File: config.mk
export PLATFORM = sky130hd
export DESIGN_NAME = idle_connection_timing_wheel
export DESIGN_NICKNAME = d
export VERILOG_FILES = /design/src/design/icw_pkg.sv /design/src/design/icw_slot_ram.sv /design/src/design/icw_out_buf.sv /design/src/design/icw_ctrl.sv /design/src/design/idle_connection_timing_wheel.sv
export VERILOG_INCLUDE_DIRS = /design/src /design/src/design
export SDC_FILE = /design/constraint.sdc
export NUM_CORES = 1
export LEC_CHECK = 0
export CORE_UTILIZATION = 51
export CTS_BUF_LIST = sky130_fd_sc_hd__clkbuf_16
export DETAILED_ROUTE_END_ITERATION = 6
export DONT_BUFFER_PORTS = 1
export PLACE_DENSITY_LB_ADDON = 0.15
export SETUP_SLACK_MARGIN = 0.15
export SLEW_MARGIN = 30
export SYNTH_ARGS = -nofsm -noshare
export SYNTH_HDL_FRONTEND = slang
export SYNTH_SLANG_ARGS = --single-unit
File: constraint.sdc
create_clock -name clk -period 3.65 [get_ports clk]
set_input_delay 0.5475 -clock clk [delete_from_list [all_inputs] [get_ports clk]]
set_output_delay 0.5475 -clock clk [all_outputs]
set_load 0.05 [all_outputs]
File: src/design/idle_connection_timing_wheel_macros.svh
// Assertion macros for the idle-connection timing wheel.
// Used by the top level; expects clk and rst_n in the including scope.
`ifndef IDLE_CONNECTION_TIMING_WHEEL_MACROS_SVH
`define IDLE_CONNECTION_TIMING_WHEEL_MACROS_SVH
`ifndef SYNTHESIS
`define ICW_ASSERT_NEVER(lbl, cond) \
    lbl: assert property (@(posedge clk) disable iff (!rst_n) !(cond)) \
        else $error("icw: forbidden condition seen");
`define ICW_ASSERT_IMPLIES(lbl, ante, cons) \
    lbl: assert property (@(posedge clk) disable iff (!rst_n) (ante) |-> (cons)) \
        else $error("icw: same-cycle implication failed");
`define ICW_ASSERT_NEXT(lbl, ante, cons) \
    lbl: assert property (@(posedge clk) disable iff (!rst_n) (ante) |=> (cons)) \
        else $error("icw: next-cycle implication failed");
`else
`define ICW_ASSERT_NEVER(lbl, cond)
`define ICW_ASSERT_IMPLIES(lbl, ante, cons)
`define ICW_ASSERT_NEXT(lbl, ante, cons)
`endif
`endif

File: src/design/icw_pkg.sv
// Package for the idle-connection timing wheel: sizes, opcodes, item types,
// controller states. No dependencies.
`default_nettype none
package icw_pkg;

    localparam int WHEEL_SLOTS = 30;
    localparam int MAX_CONN    = 64;

    localparam int SLOT_W = (WHEEL_SLOTS > 1) ? $clog2(WHEEL_SLOTS) : 1;
    localparam int CONN_W = (MAX_CONN > 1) ? $clog2(MAX_CONN) : 1;
    localparam int OP_W   = 2;
    localparam int ID_W   = 6;

    localparam logic [OP_W-1:0] OP_TICK   = 2'd0;
    localparam logic [OP_W-1:0] OP_ACTIVE = 2'd1;
    localparam logic [OP_W-1:0] OP_REMOVE = 2'd2;

    typedef struct packed {
        logic [OP_W-1:0] opcode;
        logic [ID_W-1:0] conn_id;
    } icw_evt_t;

    typedef struct packed {
        logic            kick_valid;
        logic [ID_W-1:0] kicked_conn;
        logic            last;
    } icw_res_t;

    typedef struct packed {
        logic     load;
        icw_res_t item;
    } icw_push_t;

    typedef enum logic [1:0] {
        ST_IDLE,
        ST_READ,
        ST_CHECK,
        ST_FINISH
    } icw_state_t;

endpackage
`default_nettype wire

File: src/design/icw_slot_ram.sv
// Synchronous single-port-write, single-port-read RAM with registered read.
// Holds the slot number of each connection. No dependencies.
`default_nettype none
module icw_slot_ram #(
    parameter int DATA_W = 5,
    parameter int ADDR_W = 6
) (
    input  wire logic              clk,
    input  wire logic              we,
    input  wire logic [ADDR_W-1:0] waddr,
    input  wire logic [DATA_W-1:0] wdata,
    input  wire logic              re,
    input  wire logic [ADDR_W-1:0] raddr,
    output logic      [DATA_W-1:0] rdata
);

    logic [DATA_W-1:0] mem [2**ADDR_W];

    always_ff @(posedge clk)
    begin
        if (we)
        begin
            mem[waddr] <= wdata;
        end
    end

    always_ff @(posedge clk)
    begin
        if (re)
        begin
            rdata <= mem[raddr];
        end
    end

endmodule
`default_nettype wire

File: src/design/icw_out_buf.sv
// One-entry output register for result items.
// Depends on icw_pkg.
`default_nettype none
module icw_out_buf (
    input  wire logic              clk,
    input  wire logic              rst_n,
    input  wire icw_pkg::icw_push_t push,
    output logic                   free,
    output logic                   res_valid,
    input  wire logic              res_ready,
    output icw_pkg::icw_res_t      res
);

    logic              valid_reg;
    logic              valid_next;
    icw_pkg::icw_res_t data_reg;

    always_comb
    begin
        free       = !valid_reg || res_ready;
        valid_next = valid_reg;
        if (push.load)
        begin
            valid_next = 1'b1;
        end
        else if (res_ready)
        begin
            valid_next = 1'b0;
        end
    end

    always_ff @(posedge clk or negedge rst_n)
    begin
        if (!rst_n)
        begin
            valid_reg <= 1'b0;
        end
        else
        begin
            valid_reg <= valid_next;
        end
    end

    always_ff @(posedge clk)
    begin
        if (push.load)
        begin
            data_reg <= push.item;
        end
    end

    assign res_valid = valid_reg;
    assign res       = data_reg;

endmodule
`default_nettype wire

File: src/design/icw_ctrl.sv
// Controller: current slot, tracked bits, item decode and the tick scan over
// the slot RAM. Depends on icw_pkg and icw_slot_ram.
`default_nettype none
module icw_ctrl (
    input  wire logic               clk,
    input  wire logic               rst_n,
    input  wire logic               evt_valid,
    output logic                    evt_ready,
    input  wire icw_pkg::icw_evt_t  evt,
    input  wire logic               out_free,
    output icw_pkg::icw_push_t      push
);

    localparam int SLOT_W = icw_pkg::SLOT_W;
    localparam int CONN_W = icw_pkg::CONN_W;
    localparam int ID_W   = icw_pkg::ID_W;
    localparam logic [SLOT_W-1:0] SLOT_LAST = SLOT_W'(icw_pkg::WHEEL_SLOTS - 1);
    localparam logic [CONN_W-1:0] CONN_LAST = CONN_W'(icw_pkg::MAX_CONN - 1);

    icw_pkg::icw_state_t state_reg, state_next;
    logic [SLOT_W-1:0]          cur_reg, cur_next;
    logic [CONN_W-1:0]          idx_reg, idx_next;
    logic [CONN_W-1:0]          pend_reg, pend_next;
    logic                       pend_vld_reg, pend_vld_next;
    logic [icw_pkg::MAX_CONN-1:0] tracked_reg, tracked_next;

    logic              ram_we;
    logic              ram_re;
    logic [SLOT_W-1:0] ram_rdata;
    logic [CONN_W-1:0] evt_idx;
    logic              id_ok;
    logic              hit;

    assign evt_idx = evt.conn_id[CONN_W-1:0];
    assign id_ok   = {1'b0, evt.conn_id} < (ID_W + 1)'(icw_pkg::MAX_CONN);
    assign hit     = tracked_reg[idx_reg] && (ram_rdata == cur_reg);

    icw_slot_ram #(
        .DATA_W (SLOT_W),
        .ADDR_W (CONN_W)
    ) u_slot_ram (
        .clk   (clk),
        .we    (ram_we),
        .waddr (evt_idx),
        .wdata (cur_reg),
        .re    (ram_re),
        .raddr (idx_reg),
        .rdata (ram_rdata)
    );

    always_comb
    begin
        state_next    = state_reg;
        cur_next      = cur_reg;
        idx_next      = idx_reg;
        pend_next     = pend_reg;
        pend_vld_next = pend_vld_reg;
        tracked_next  = tracked_reg;
        ram_we        = 1'b0;
        ram_re        = 1'b0;
        evt_ready     = 1'b0;
        push          = '0;

        unique case (state_reg)
            icw_pkg::ST_IDLE:
            begin
                evt_ready = 1'b1;
                if (evt_valid)
                begin
                    case (evt.opcode)
                        icw_pkg::OP_TICK:
                        begin
                            cur_next      = (cur_reg == SLOT_LAST) ? '0
                                                                   : cur_reg + SLOT_W'(1);
                            idx_next      = '0;
                            pend_vld_next = 1'b0;
                            state_next    = icw_pkg::ST_READ;
                        end
                        icw_pkg::OP_ACTIVE:
                        begin
                            if (id_ok)
                            begin
                                ram_we                = 1'b1;
                                tracked_next[evt_idx] = 1'b1;
                            end
                        end
                        icw_pkg::OP_REMOVE:
                        begin
                            if (id_ok)
                            begin
                                tracked_next[evt_idx] = 1'b0;
                            end
                        end
                        default:
                        begin
                        end
                    endcase
                end
            end
            icw_pkg::ST_READ:
            begin
                ram_re     = 1'b1;
                state_next = icw_pkg::ST_CHECK;
            end
            icw_pkg::ST_CHECK:
            begin
                if (!(hit && pend_vld_reg && !out_free))
                begin
                    if (hit)
                    begin
                        tracked_next[idx_reg] = 1'b0;
                        pend_next             = idx_reg;
                        pend_vld_next         = 1'b1;
                        if (pend_vld_reg)
                        begin
                            push.load             = 1'b1;
                            push.item.kick_valid  = 1'b1;
                            push.item.kicked_conn = ID_W'(pend_reg);
                            push.item.last        = 1'b0;
                        end
                    end
                    if (idx_reg == CONN_LAST)
                    begin
                        state_next = icw_pkg::ST_FINISH;
                    end
                    else
                    begin
                        idx_next   = idx_reg + CONN_W'(1);
                        state_next = icw_pkg::ST_READ;
                    end
                end
            end
            icw_pkg::ST_FINISH:
            begin
                if (out_free)
                begin
                    push.load             = 1'b1;
                    push.item.kick_valid  = pend_vld_reg;
                    push.item.kicked_conn = pend_vld_reg ? ID_W'(pend_reg) : '0;
                    push.item.last        = 1'b1;
                    state_next            = icw_pkg::ST_IDLE;
                end
            end
            default:
            begin
                state_next = icw_pkg::ST_IDLE;
            end
        endcase
    end

    always_ff @(posedge clk or negedge rst_n)
    begin
        if (!rst_n)
        begin
            state_reg    <= icw_pkg::ST_IDLE;
            cur_reg      <= '0;
            idx_reg      <= '0;
            pend_vld_reg <= 1'b0;
            tracked_reg  <= '0;
        end
        else
        begin
            state_reg    <= state_next;
            cur_reg      <= cur_next;
            idx_reg      <= idx_next;
            pend_vld_reg <= pend_vld_next;
            tracked_reg  <= tracked_next;
        end
    end

    always_ff @(posedge clk)
    begin
        pend_reg <= pend_next;
    end

endmodule
`default_nettype wire

File: src/design/idle_connection_timing_wheel.sv
// Idle-connection timing wheel: an activity item parks a connection in the
// current slot, a remove item stops tracking it, and a tick advances the slot
// and evicts every connection still parked there, in ascending order. A
// tick walks the whole slot RAM through its single read port, a read and
// a check per connection, and no new item is taken until the last result
// is pushed, which a stall on the result side can delay. Results leave
// through a one-entry output register. Depends on icw_pkg, icw_ctrl,
// icw_out_buf and the macros header.
`default_nettype none
`include "idle_connection_timing_wheel_macros.svh"
module idle_connection_timing_wheel (
    input  wire logic              clk,
    input  wire logic              rst_n,
    input  wire logic              evt_valid,
    output logic                   evt_ready,
    input  wire icw_pkg::icw_evt_t evt,
    output logic                   res_valid,
    input  wire logic              res_ready,
    output icw_pkg::icw_res_t      res
);

    icw_pkg::icw_push_t push;
    logic               out_free;

    icw_ctrl u_ctrl (
        .clk       (clk),
        .rst_n     (rst_n),
        .evt_valid (evt_valid),
        .evt_ready (evt_ready),
        .evt       (evt),
        .out_free  (out_free),
        .push      (push)
    );

    icw_out_buf u_out_buf (
        .clk       (clk),
        .rst_n     (rst_n),
        .push      (push),
        .free      (out_free),
        .res_valid (res_valid),
        .res_ready (res_ready),
        .res       (res)
    );

    `ICW_ASSERT_NEVER(a_push_when_full, push.load && !out_free)
    `ICW_ASSERT_NEXT(a_tick_goes_busy, evt_valid && evt_ready && evt.opcode == icw_pkg::OP_TICK, !evt_ready)
    `ICW_ASSERT_IMPLIES(a_more_after_non_last, res_valid && !res.last, !evt_ready)
    `ICW_ASSERT_IMPLIES(a_no_kick_is_final, push.load && !push.item.kick_valid, push.item.last && push.item.kicked_conn == '0)

endmodule
`default_nettype wire

After elaboration in Yosys (flattened, before gate mapping)
Memories as Yosys holds them, arrays and structs flattened. A register that Yosys moved wholly into a read port is not among the register bits. Index checks and enable logic that the tools add are counted.

Memories kept: 1. RAM bits: 320. Logic and storage cells: 99. Register bits after elaboration: 93. Bits of input ports: 12.

Memories: u_ctrl.u_slot_ram.mem (words 64, bits a word 5, rd ports 1, clocked after Yosys merged registers in 1, wr ports 1, line icw_slot_ram.sv:17) `logic [DATA_W-1:0] mem [2**ADDR_W];`.

$lt $le $gt $ge: 4. Reduce and logical (&&, ||, !) cells: 18. Equality and inequality tests: 15. Muxes and demuxes: 43. $add $sub $neg: 2. Bitwise logic cells: 6.

Operators by type and width (count): $pmux 64 s2 (2); $mux 64 (3); $and 64x64->64 (2); $not 64->64 (2); $or 64x64->64 (1); $mux 9 (4); $mux 6 (5); $pmux 9 s2 (1); $mux 1 (16); $reduce_and 5->1 (3); $lt 6x7->1 const B (2); $demux 1 s6 (2); $ge 6x1->1 const B (2); $pmux 6 s2 (1); $mux 2 (5); $ne 2x2->1 const B (4); $pmux 2 s4 (1); $add 6x1->6 const B (1); $bmux 1 s6 (1); $eq 2x2->1 const B (3); $eq 6x6->1 const B (1); $reduce_and 3->1 (2); $add 5x1->5 const B (1); $eq 5x5->1 (1); other kinds (13) (22).

Longest topological paths before layout
Gate-level depths: netlist of the first run.

Word-level depth: 9. Gate-level depth with buffers: 13.

Cells and area by module
Synthesis of the first run repeated with hierarchy kept, for this count alone.

Cells, all modules: 1335. Area, all modules: 19059.5 µm².

By module, submodules not included: icw_slot_ram (cells an instance 610, seq. area each 9759.4 µm², times used 1, area an instance 12818.5 µm²); icw_ctrl (cells an instance 714, seq. area each 2132.0 µm², times used 1, area an instance 5953.2 µm²); icw_out_buf (cells an instance 11, seq. area each 265.3 µm², times used 1, area an instance 287.8 µm²).

Worst setup path before layout of the first run
OpenSTA, ideal clock, no wires.

Path type: register to register. Start point: register u_ctrl.state_reg[0]. End point: memory u_ctrl.u_slot_ram.mem[55][0], enable pin. Data arrival time: 2.692 ns. Path slack: 0.619 ns. Clock period less this slack: 3.031 ns. Data required time: 3.311 ns. Setup time: 0.339 ns. Stages on the path, launching flop included: 8. Buffers on the path: 2. Path through: dfrtp_1 > nor2_1 > nand2_1 > or3_1 > clkbuf_1 > or2_2 > clkbuf_1 > nor2_1.

Cells in the longest elaborated chain, start to end: 4.

RTL lines: start, declared (line icw_ctrl.sv:20) `icw_pkg::icw_state_t state_reg, state_next;`; start signal, assigned (line icw_ctrl.sv:155) `state_reg <= icw_pkg::ST_IDLE;`; start signal, assigned (line icw_ctrl.sv:163) `state_reg <= state_next;`; $logic_not 2->1 (line icw_ctrl.sv:64) `unique case (state_reg)`; $mux 1 (line icw_ctrl.sv:64); $mux 1 (line icw_slot_ram.sv:21) `if (we)`; $mux 1 (implied by the code) (line icw_slot_ram.sv:23) `mem[waddr] <= wdata;`; end, declared (line icw_slot_ram.sv:17).

Every way passes these cells.

==> out/metrics.yaml, run 1 <==
worst_setup_path:
  critical_path.max_stage_delay_ps: 690
  r2r_cells: 10
  buf_inv_stages_crit_path: 2
  worst_setup_start_kind: "register"
  cp-end-kind: "register"
  worst-path-max-fanout: 61
  critical-path-slowest-cell: "dfrtp_1"
  criticalPathCategory: "register to register"
  cpLargestDelayFamily: "compound AO/OA/AOI/OAI gates"
  crit_chain: "buf_4 -> mux2i_1 -> o2bb2ai_1 -> a211o_1 -> a22o_1 -> o31ai_4 -> o21a_2 -> buf_12 -> o31ai_1 -> o21ai_0"
  reg2reg_from: "u_ctrl.idx_reg[1]"
  rrSetupSlack_ps: 360
  critical_path_required_ps: 4110
  timing.critical_path.arrival_ps: 3760
cells_and_area:
  design.final.nets: 1393
  layout-drive-gt1-share_pct: 12.0
  finalCoreUtilization_pct: 58.2
  final_instance_count_without_filler_cells: 1868
  area_growth_pct: 12.2
  layout.cell_area.non_filler_um2: 20100
  insertedDiodeCount: 0
cts:
  cts_tree: "done"
  clock_sinks: 418
  cts-htree-levels: 2
  cts.clk_slew.worst_paths_ps: 50
  bufs_on_longest_clock_path: 3
  clock_latency_ps: 580
  tritoncts.num_buffers: 44
  clock_tree.root_cell: "clkbuf_16"
yosys:
  synthTopCellsByArea: "edfxtp_1, dfrtp_1, a22oi_1, o21ai_0, o31ai_1"
  ys_seq_area_share_pct: 67.7
  synth_mux_area_share_pct: 2.86
  synth_simple_gate_area_share_pct: 8.12
  synth-seq-cells: 418
  synthesis.area_per_instance_um2: 12.9
  yosys.area.top_type: "edfxtp_1"
  synth_top_area_share_pct: 56.7
  synth_async_sr_flop_share_pct: 18.9
  synth_top_family_by_area: "compound AO/OA/AOI/OAI gates"
  postSynthNetCount: 1403
  synth_ff_type: "edfxtp_1"
  synth_area_in_adders_pct: 0.209
  syn-cell-area_um2: 18000
  synth_compound_area_share_pct: 18.0
  library_cells_used_by_synthesis: 57
  netlist_instances: 1388
  synth_edf_count: 339
  synth_warnings: 0
  synth-xor-area-share_pct: 0.244
placed_design:
  post_dp_hpwl_um: 30800
  dpl.cell_count: 1784
  post_dp_cell_area_um2: 18700
  io_buffers: 0
  globalplace.congestion: 0.869
routing:
  drc: 0
  route.final.wire_length_um: 51100
  detailroute.via_count: 12500
  ant_nets: 0
  route.top_layer_used: "met5"
  wl_met3_um: 4550
  detailedRoute.firstPassIterationCount: 7
  drt_iter0_markers: 1406
  wl_per_cell_um: 27.3
  avgViaCountPerCell: 6.67
  wl_met1_um: 21000
  wl_met2_um: 24000
power_and_ir_drop:
  leakage_nw: 6.53
  power_density_nw_per_um2: 717
  peakVddDrop_mv: 0.422
hold_path:
  hold_path_start: "evt_valid"
  whs_path_depth: 2
  min-delay-path-class: "primary input to register"
  min_to: "u_ctrl.state_reg[0]"
timing:
  max_freq_mhz: 304
  hold_viol: 0
  final.period_utilization_pct: 90.3
  max_slew.worst_pin.slew_ps: 888
  whs_ps: 250
  setup_total_negative_slack_ps: 0
  worst_slew_margin_pct: 40.8
  worst_clock_skew_ps: 22.0
  finalSetupViolations: 0
  grt_setup_unrepaired: "no"
  maxSlewViolCount: 0
  final.min_clock_period_ps: 3290
global_routing:
  grt.total_usage_pct: 28.7
  grt_first_pass_wirelength_um: 76200
  grt_max_degree: 80
  number_of_antenna_violations_at_the_first_check_in_global_routing: 1
  first_global_vias: 12000
  grt_remaining_overflow: 0
outcome:
  run_status: "finished, final reports clean"
die:
  start_util_pct: 51.8
  core.rowCount: 68
  die_w_um: 190
  die_y_um: 190
  core-area_um2: 34600
  die_area_um2: 36000
  num_io_pins: 22
run:
  max_cap_violations: 0
report_power, final:
group	internal, mW	switching, mW	total, mW
Clock	2.43	1.87	4.30
Combinational	1.27	2.60	3.88
Sequential	5.88	0.378	6.26
how the worst max path moves through the flow:
| stage | cells after the start | startpoint | end |
|---|---|---|---|
| 3_5_place_dp | 10 | u_ctrl.idx_reg[2] | register |
| 6_report | 10 | u_ctrl.idx_reg[1] | register |
| 3_3_place_gp | 10 | u_ctrl.idx_reg[2] | register |
| 4_1_cts | 10 | u_ctrl.idx_reg[2] | register |
| 5_1_grt | 10 | u_ctrl.idx_reg[1] | register |
| 2_1_floorplan | 7 | u_ctrl.state_reg[0] | u_ctrl.u_slot_ram.mem[55][0] |
Yosys cell counts (3+ instances only):
master,n
mux4_2,4
o22a_1,3
and2_1,11
nand4_1,34
a22o_1,10
and3_1,6
a21oi_1,91
o21ai_0,96
edfxtp_1,339
nand3_1,17
buf_1,8
nand2b_1,5
or2_2,7
buf_2,14
or3_1,5
ha_1,3
nor3_1,11
a221oi_1,17
nor2_1,125
a22oi_1,151
a41oi_1,3
xnor2_1,4
inv_1,7
a21o_1,3
o22ai_1,4
dfrtp_1,79
o31a_1,15
o211ai_1,4
mux2_2,3
nor3b_1,10
nand2_1,57
mux2i_1,39
nand3b_1,5
nor2b_1,4
a31oi_1,8
o31ai_1,64
clkbuf_1,97
cells in the final DEF (no fill, tap or decap), types with 5 or more instances in the layout:
| cell type | n |
|---|---|
| a31oi_1 | 8 |
| nor3b_1 | 7 |
| nand2_1 | 56 |
| o21ai_0 | 96 |
| buf_4 | 55 |
| a221oi_1 | 17 |
| a21oi_1 | 90 |
| clkinv_1 | 7 |
| nor3_1 | 9 |
| nand3b_1 | 5 |
| nor2_1 | 121 |
| or2_2 | 7 |
| a22oi_1 | 151 |
| nand3_1 | 17 |
| edfxtp_1 | 339 |
| dfrtp_1 | 72 |
| dfrtp_2 | 6 |
| clkbuf_16 | 44 |
| o31ai_1 | 64 |
| and3_1 | 5 |
| clkinv_2 | 13 |
| nand2b_1 | 5 |
| and2_1 | 8 |
| mux2i_1 | 39 |
| a22o_1 | 10 |
| or3_1 | 5 |
| inv_1 | 17 |
| buf_12 | 7 |
| nand4_1 | 34 |
| o31a_1 | 15 |
per-stage QoR:
step                      total power, mW  setup WS, ps
after global routing                 15.0           194
after CTS                            14.4           339
after detailed placement             10.1           322
after floorplan                      8.65           619
after global placement               10.0           395
final                                14.4           355
kinds of logic (layout without fill, tap and decap cells):
family / count (synthesis) / in the layout
buffers and inverters: 128 / 153
XOR/XNOR: 5 / 5
flip-flops: 418 / 418
adder cells (fa/ha/maj): 3 / 3
AO/OA/AOI/OAI: 483 / 483
multiplexers: 46 / 46
AND/OR/NAND/NOR: 305 / 305
routing by layer:
metal,GRT usage [%],up-vias
met1,40.4,6256
met5,0,-
li1,-,5421
met3,4.96,100
met4,10.7,2
met2,44.8,677
cell type report:
type                            instances  area [µm²]
Fill cell                            2755       14500
Sequential cell                       418       12200
Multi-Input combinational cell        842        5370
Clock buffer                           44        1100
Timing Repair Buffer                   65         618
Tap cell                              455         569
Clock inverter                         37         285
Inverter                                7        26.3
timing repair:
action                                  4_1_cts  5_1_grt
buffers inserted                              0        0
hold endpoints to repair                     79        0
endpoints found under the setup margin        0       44
gates resized for setup                       0        2
hold buffers                                  2        0
(Power assumes the default switching activity.)
==> run 2: changes to the inputs <==
--- a/config.mk
+++ b/config.mk
@@ -6,6 +6,7 @@
 export SDC_FILE = /design/constraint.sdc
 export NUM_CORES = 1
 export LEC_CHECK = 0
+export CAP_MARGIN = 20
 export CORE_UTILIZATION = 51
 export CTS_BUF_LIST = sky130_fd_sc_hd__clkbuf_16
 export DETAILED_ROUTE_END_ITERATION = 6
==> constraint.sdc (replaced) <==
create_clock -name clk -period 3.4 [get_ports clk]
set_input_delay 0.51 -clock clk [delete_from_list [all_inputs] [get_ports clk]]
set_output_delay 0.51 -clock clk [all_outputs]
set_load 0.05 [all_outputs]
==> out/metrics.yaml, run 2 (same netlist as run 1, synthesis figures left out) <==
timing:
  max_slew.worst_pin.slew_ps: 899
  max_freq_mhz: 324
  grt_setup_unrepaired: "no"
  worst_slew_margin_pct: 39.6
  setup_total_negative_slack_ps: 0
  finalSetupViolations: 0
  worst_clock_skew_ps: 12.5
  final.min_clock_period_ps: 3090
  maxSlewViolCount: 0
  hold_viol: 0
  final.period_utilization_pct: 90.8
cts:
  clock_sinks: 418
  clock_tree.root_cell: "clkbuf_16"
  cts_tree: "done"
  clock_latency_ps: 570
  cts.clk_slew.worst_paths_ps: 60
  tritoncts.num_buffers: 43
  cts-htree-levels: 2
  bufs_on_longest_clock_path: 3
worst_setup_path:
  cp-end-kind: "register"
  cpMostUsedCell: "buf_4"
  critical_path.max_stage_delay_ps: 590
  crit_chain: "buf_6 -> buf_4 -> nand2b_1 -> o21ai_0 -> o41a_1 -> a221o_1 -> o31ai_4 -> buf_4 -> o21ai_2 -> or4_1 -> nand2_1"
  worst_setup_start_kind: "register"
  critical-path-slowest-cell: "dfrtp_4"
  criticalPathCategory: "register to register"
  worst-path-max-fanout: 11
  cpLargestDelayFamily: "compound AO/OA/AOI/OAI gates"
  timing.critical_path.arrival_ps: 3590
  critical_path_required_ps: 3900
  buf_inv_stages_crit_path: 3
routing:
  wl_per_cell_um: 27.1
  detailedRoute.firstPassIterationCount: 5
  detailroute.via_count: 12500
  route.final.wire_length_um: 50400
  drc: 0
  drt_iter0_markers: 1464
  ant_nets: 0
  avgViaCountPerCell: 6.74
cells_and_area:
  layout_common_cells: "edfxtp_1, a22oi_1, nor2_1, o21ai_0, a21oi_1"
  area_growth_pct: 11.6
  layout-drive-gt1-share_pct: 11.5
  mostFrequentLayoutCell: "edfxtp_1"
  fill_cells: 2746
  final_instance_count_without_filler_cells: 1860
  design.final.nets: 1393
  insertedDiodeCount: 0
power_and_ir_drop:
  peakVddDrop_mv: 0.526
  power_density_nw_per_um2: 764
  leakage_nw: 6.47
global_routing:
  global_route.peak_usage_layer: "met2"
  grt_first_pass_wirelength_um: 75900
  use_met2_pct: 44.0
  first_global_vias: 11900
  grt_use_met1_pct: 40.7
  number_of_antenna_violations_at_the_first_check_in_global_routing: 0
  global_routing_usage_on_met3_pct: 5.53
  grt_max_degree: 80
  grt.total_usage_pct: 28.4
  grt_remaining_overflow: 0
die:
  core.rowCount: 68
  core-area_um2: 34600
  num_io_pins: 22
  die_area_um2: 36000
  start_util_pct: 51.8
  die_y_um: 190
  die_w_um: 190
placed_design:
  dpl.cell_count: 1784
  globalplace.congestion: 0.922
  post_dp_hpwl_um: 30700
  io_buffers: 0
run:
  max_cap_violations: 0
outcome:
  run_status: "finished, final reports clean"
hold_path:
  min-delay-path-class: "primary input to register"
run 2: changes by cell type in the layout (fill, tap and decap cells not counted), sizes merged:
| cell | delta |
|---|---|
| clkinv | -7 |
| buf | +1 |
| clkbuf | -1 |
| bufinv | -1 |
run 2: area by class of cell:
class | count | area (µm²) | area share [%]
clock inverter | 29 | 194 | 0.968
multi-input combinational | 842 | 5380 | 26.8
timing repair buffer | 66 | 634 | 3.16
tap | 455 | 569 | 2.84
clock buffer | 43 | 1080 | 5.37
sequential | 418 | 12200 | 60.7
inverter | 7 | 26.3 | 0.131
run 2: where the power goes:
part	internal (mW)	total, mW	switching [mW]
registers	6.32	6.69	0.370
logic	1.40	4.23	2.84
clock network	2.44	4.39	1.95
total	10.2	15.3	5.15
run 2: final timing paths:
kind | slack [ps] | end | start | cells past startpoint
setup / recovery | 310 | u_ctrl.idx_reg[3] | u_ctrl.idx_reg[2] | 11
hold / removal | 210 | u_ctrl.state_reg[0] | evt_valid | 2
setup reg to reg | 310 | u_ctrl.idx_reg[3] | u_ctrl.idx_reg[2] | 11
hold reg to reg | 510 | register | register | 2
max in group asynchronous | 2500 | u_ctrl.cur_reg[0] | rst_n | 2
min in group asynchronous | 510 | async pin | rst_n | 2
run 2: timing repair:
action / CTS / global route
gates resized for setup: 0 / 3
setup buffers: 0 / 2
hold endpoints to repair: 79 / 0
hold buffers: 2 / 0
setup endpoints to repair: 0 / 27
run 2: through the flow:
stage	hold WS [ps]	power, mW	util [%]	area [µm²]	setup slack, ps
detailed placement	220	10.9	54.0	18700	265
global placement	221	10.8	54.0	18700	280
CTS	179	15.3	57.8	20000	220
floorplan	214	9.29	-	18000	369
global route	213	15.9	57.9	20000	214
finish	208	15.3	57.9	20000	313
run 2: routing by layer:
| layer | routed length (µm) | share of wire (%) |
|---|---|---|
| met5 | 0 | 0 |
| met4 | 1590 | 3.2 |
| met3 | 4360 | 8.6 |
| met2 | 23600 | 47 |
| met1 | 20900 | 41 |
